File: src/design/assert_macros.svh
// Assertion helpers for the top-level design file.
`ifndef ASSERT_MACROS_SVH
`define ASSERT_MACROS_SVH

// Same-cycle implication, disabled during reset.
`define CHK_IMPLY(label, clk, rst, ante, cons, msg) \
   label: assert property (@(posedge clk) disable iff (rst) (ante) |-> (cons)) \
      else $error(msg);

// Next-cycle implication, disabled during reset.
`define CHK_NEXT(label, clk, rst, ante, cons, msg) \
   label: assert property (@(posedge clk) disable iff (rst) (ante) |=> (cons)) \
      else $error(msg);

`endif

File: src/design/stblur_pkg.sv
package stblur_pkg;

   // Default sizing of the line store and the filter window.
   localparam int MAX_RADIUS_DEF = 8;
   localparam int MAX_WIDTH_DEF  = 1024;

   // Field widths of the registers and the frame position counters.
   localparam int RAD_BITS = 4;
   localparam int COL_BITS = 11;
   localparam int ROW_BITS = 13;
   localparam int LIN_BITS = COL_BITS + ROW_BITS;
   localparam int NUM_CH   = 4;
   localparam int PIX_BITS = 8 * NUM_CH;

   // Register map, one 32-bit word per register.
   typedef enum logic [1:0] {
      REG_RADIUS_X     = 2'd0,
      REG_RADIUS_Y     = 2'd1,
      REG_FRAME_WIDTH  = 2'd2,
      REG_FRAME_HEIGHT = 2'd3
   } reg_idx_type;

   // Commands from the sequencer to the datapath.
   typedef struct packed {
      logic accept;
      logic setup;
      logic base;
      logic col_start;
      logic vread;
      logic div_load;
      logic div_sel_h;
      logic div_step;
      logic hacc;
      logic load_out;
   } dp_cmd_type;

   // Status from the datapath to the sequencer.
   typedef struct packed {
      logic emit;
      logic vlast;
      logic xlast;
      logic div_last;
      logic out_free;
   } dp_sts_type;

endpackage

File: src/design/stblur_ctl.sv
module stblur_ctl import stblur_pkg::*; (
   input  logic       clock,
   input  logic       reset,
   input  logic       hold,
   input  logic       req_valid,
   output logic       req_stall,
   input  dp_sts_type sts,
   output dp_cmd_type cmd
);

   typedef enum logic [3:0] {
      IDLE, SETUP, BASE, COL_START, VREAD, VFLUSH, VDIV_LOAD, VDIV,
      HACC, HDIV_LOAD, HDIV, OUT_WAIT
   } state_type;

   state_type state_ff, state_in;

   always_ff @(posedge clock) begin
      if (reset) begin
         state_ff <= IDLE;
      end else begin
         state_ff <= state_in;
      end
   end

   // Input beats are taken only while the sequencer is idle.
   assign req_stall = (state_ff != IDLE) || hold;

   // Sequence: window setup, then per column a vertical sum and divide,
   // then the horizontal divide and the result hand-off.
   always_comb begin
      cmd      = '0;
      state_in = state_ff;
      unique case (state_ff)
         IDLE: begin
            cmd.accept = req_valid && !hold;
            if (cmd.accept && sts.emit) begin
               state_in = SETUP;
            end
         end
         SETUP: begin
            cmd.setup = 1'b1;
            state_in  = BASE;
         end
         BASE: begin
            cmd.base = 1'b1;
            state_in = COL_START;
         end
         COL_START: begin
            cmd.col_start = 1'b1;
            state_in      = VREAD;
         end
         VREAD: begin
            cmd.vread = 1'b1;
            if (sts.vlast) begin
               state_in = VFLUSH;
            end
         end
         VFLUSH: begin
            state_in = VDIV_LOAD;
         end
         VDIV_LOAD: begin
            cmd.div_load = 1'b1;
            state_in     = VDIV;
         end
         VDIV: begin
            cmd.div_step = 1'b1;
            if (sts.div_last) begin
               state_in = HACC;
            end
         end
         HACC: begin
            cmd.hacc = 1'b1;
            state_in = sts.xlast ? HDIV_LOAD : COL_START;
         end
         HDIV_LOAD: begin
            cmd.div_load  = 1'b1;
            cmd.div_sel_h = 1'b1;
            state_in      = HDIV;
         end
         HDIV: begin
            cmd.div_step = 1'b1;
            if (sts.div_last) begin
               state_in = OUT_WAIT;
            end
         end
         OUT_WAIT: begin
            if (sts.out_free) begin
               cmd.load_out = 1'b1;
               state_in     = IDLE;
            end
         end
         default: begin
            state_in = IDLE;
         end
      endcase
   end

endmodule

File: config.mk
export PLATFORM = sky130hd
export DESIGN_NAME = stblur_ctl
export DESIGN_NICKNAME = d
export VERILOG_FILES = /design/src/design/assert_macros.svh /design/src/design/stblur_pkg.sv /design/src/design/stblur_ctl.sv
export SDC_FILE = /design/constraint.sdc
export NUM_CORES = 1
export LEC_CHECK = 0
export BUFFER_PORTS_ARGS = -buffer_cell sky130_fd_sc_hd__buf_4
export CORE_AREA = 2 2 39 41
export DETAILED_ROUTE_END_ITERATION = 7
export DIE_AREA = 0 0 41 43
export PLACE_DENSITY_LB_ADDON = 0.15
export SYNTH_ARGS = -nofsm -noshare
export SYNTH_HDL_FRONTEND = slang
export SYNTH_SLANG_ARGS = --single-unit
File: constraint.sdc
create_clock -name clock -period 2.4 [get_ports clock]
set_clock_uncertainty 0.2 [all_clocks]
set_input_delay 0.48 -clock clock [delete_from_list [all_inputs] [get_ports clock]]
set_output_delay 0.48 -clock clock [all_outputs]
set_load 0.01 [all_outputs]
==> results.yml <==
run_status:
  status: "finished clean"
routing:
  wl_per_cell_um: 11.8
  detail-route-antenna-nets: 0
  drt-vias-per-instance: 5.35
  dr.first_iter.drc_count: 5
  vias: 498
  post-route-drc-count: 0
  drt_pass1_iterations: 4
  wl_um: 1100
final_layout:
  drive_gt1_share_pct: 33.8
  n_antenna_cell: 0
  regMostFlops: "state_ff"
  area_growth_pct: 48.9
  final_nets: 88
  utilization_pct: 42.4
  largest_register_ffs: 4
  reg_top3: "state_ff x4"
power:
  seqPwrFrac_pct: 23.0
  total_power_uw: 621
  switching_share_pct: 45.5
  ir_worst_vdd_mv: 0.429
  combPwrFrac_pct: 63.7
  clkPwrFrac_pct: 13.3
  p_per_area_mw_per_mm2: 1060
  power.internal_uw: 338
  p_leak_uw: 0.000268
  p_sw_uw: 283
clock_tree:
  clock_latency_ns: 0.23
  cts_buffer_depth: 2
  clk_pin_slew_worst_paths_ns: 0.04
  h-tree-depth: 1
  clockRootBuffer: "clkbuf_4"
  cts_setup_buffers: 0
  hold_buffers: 0
  cts.sinks: 4
  numCtsBuffers: 3
  cts_tree: "done"
  post_cts_resized: 0
synth:
  ys_top_cells_by_area: "dfxtp_1, nand2b_1, nor3_1"
  synth_area_um2: 394
  synthFlopType: "dfxtp_1"
  ys_seq_area_share_pct: 20.3
  ys_types: 26
  netlist.top_cell.by_area: "dfxtp_1"
  synth-edff-count: 0
  synth.ff_latch_count: 4
  syn_inst: 56
  synth_top_area_share_pct: 20.3
  yosysWarnings: 0
  synthesis.nets: 65
  async_flop_share_pct: 0
  synth_area_per_cell_um2: 7.04
worst_setup_path:
  critPathCaptureType: "output pin"
  worstPathArrival_ns: 1.56
  cp_max_fo: 14
  cp_slowest_stage_delay_ns: 0.56
  crit_family: "simple AND/OR/NAND/NOR gates"
  cp-start-kind: "flip-flop"
  cp.required_ns: 1.72
  crit_type: "flip-flop to output pin"
  slowest_stage: "nor4_1"
  path_cells: "nor4_1, and3b_1, buf_4"
  path_buf_inv: 1
die:
  die_w_um: 41
  die_h_um: 43
  ios: 20
  core.rowCount: 14
  initial_core_util_pct: 28.5
  die-area_mm2: 0.00176
  coreArea_mm2: 0.00138
sta:
  drv_slew: 0
  timing.fmax_ghz: 0.447
  finalHoldViolCount: 0
  worstMarginPinSlew_ns: 0.532
  setup_tns_ns: 0
  period_needed_ns: 2.24
  fin_crit_sh_pct: 93.3
  setup_viol: 0
  slew_headroom_pct: 64.2
  rsz0062_at_grt: "no"
worst_hold_path:
  min_path_type: "input port to flip-flop"
grt:
  antenna_found_initial: 0
  track_usage_pct: 13.1
  grt_pass1_wl_um: 1600
  grt_max_degree: 15
  grt_pass1_vias: 375
  grt_overflow: 0
flow_run:
  drv_cap: 0
placement:
  place_hpwl_um: 856
  place_congestion: 0.730
  portBuffers: 19
==> metal layers <==
metal | vias to the layer above | GRT usage, % | wire length [um] | share of wire [%]
met5 | - | 0 | 0 | 0
met4 | 0 | 2.00 | 0 | 0
met3 | 0 | 6.28 | 73 | 6.6
met2 | 16 | 18.8 | 509 | 46
met1 | 225 | 17.7 | 514 | 47
li1 | 257 | - | - | -
==> synth_stat cells (2+ instances only) <==
library cell,n
o21ai_0,4
nand2_1,4
nor2_1,3
a21oi_1,4
inv_1,4
nand2b_1,5
a21o_1,2
dfxtp_1,4
clkbuf_1,4
a211oi_1,2
nor3_1,5
==> kinds of logic (layout without fill, tap and decap cells) <==
group           Yosys count  count (layout)  share of synthesized area, %
flops                     4               4                          20.3
simple gates             25              25                          39.4
buf+inv                   8              29                          7.62
mux                       1               1                          2.54
compound gates           18              18                          30.2
==> layout make-up <==
cell class / count / area, um^2
clock buffer: 3 / 22.5
tap: 16 / 20.0
timing repair buffer: 22 / 165
sequential: 4 / 80.1
fill: 147 / 797
multi-input combinational: 44 / 284
inverter: 4 / 15.0
==> worst paths after layout <==
kind	depth (start not counted)	endpoint	slack [ns]	start
max	3	cmd[9]	0.16	state_ff[2]
min	2	state_ff[3]	0.25	reset
max reg2reg	5	state_ff[0]	0.49	state_ff[2]
min reg2reg	2	state_ff[3]	0.36	state_ff[3]
==> cells in the final DEF (no fill, tap or decap) <==
master	netlist	layout
and4b_1	1	1
mux2i_1	1	1
a21oi_1	4	4
a211oi_1	2	2
a31oi_1	1	1
nor4_1	1	1
nand2_1	4	4
clkbuf_4	0	3
nand4b_1	1	1
nor3_1	5	5
inv_1	4	4
or4bb_1	1	1
a21o_1	2	2
nand2b_1	5	5
and3b_1	1	1
nor4b_2	1	1
nor2_1	3	3
a22oi_1	1	1
a41o_1	1	1
o21ai_0	4	4
nand3b_1	1	1
o22ai_1	1	1
a221oi_1	1	1
nand3_1	1	1
buf_4	0	22
a222oi_1	1	1
dfxtp_1	4	4
==> per-stage QoR <==
stage / instances / instance area, um^2 / setup WS (ns) / hold WS, ns
2_1_floorplan: 56 / 394 / 0.494 / 0.349
3_3_place_gp: 90 / 564 / 0.458 / 0.379
3_5_place_dp: 90 / 564 / 0.418 / 0.368
4_1_cts: 93 / 587 / 0.156 / 0.235
5_1_grt: 93 / 587 / 0.0293 / 0.243
6_report: 93 / 587 / 0.162 / 0.246
==> power groups by stage <==
stage               registers (uW)  logic, uW  clock network (uW)
finish                         143        396                82.6
global route                   150        442                88.2
CTS                            142        400                86.1
detailed placement             143        398                   0
global placement               142        400                   0
floorplan                      114        265                   0
(Power assumes the default switching activity.)
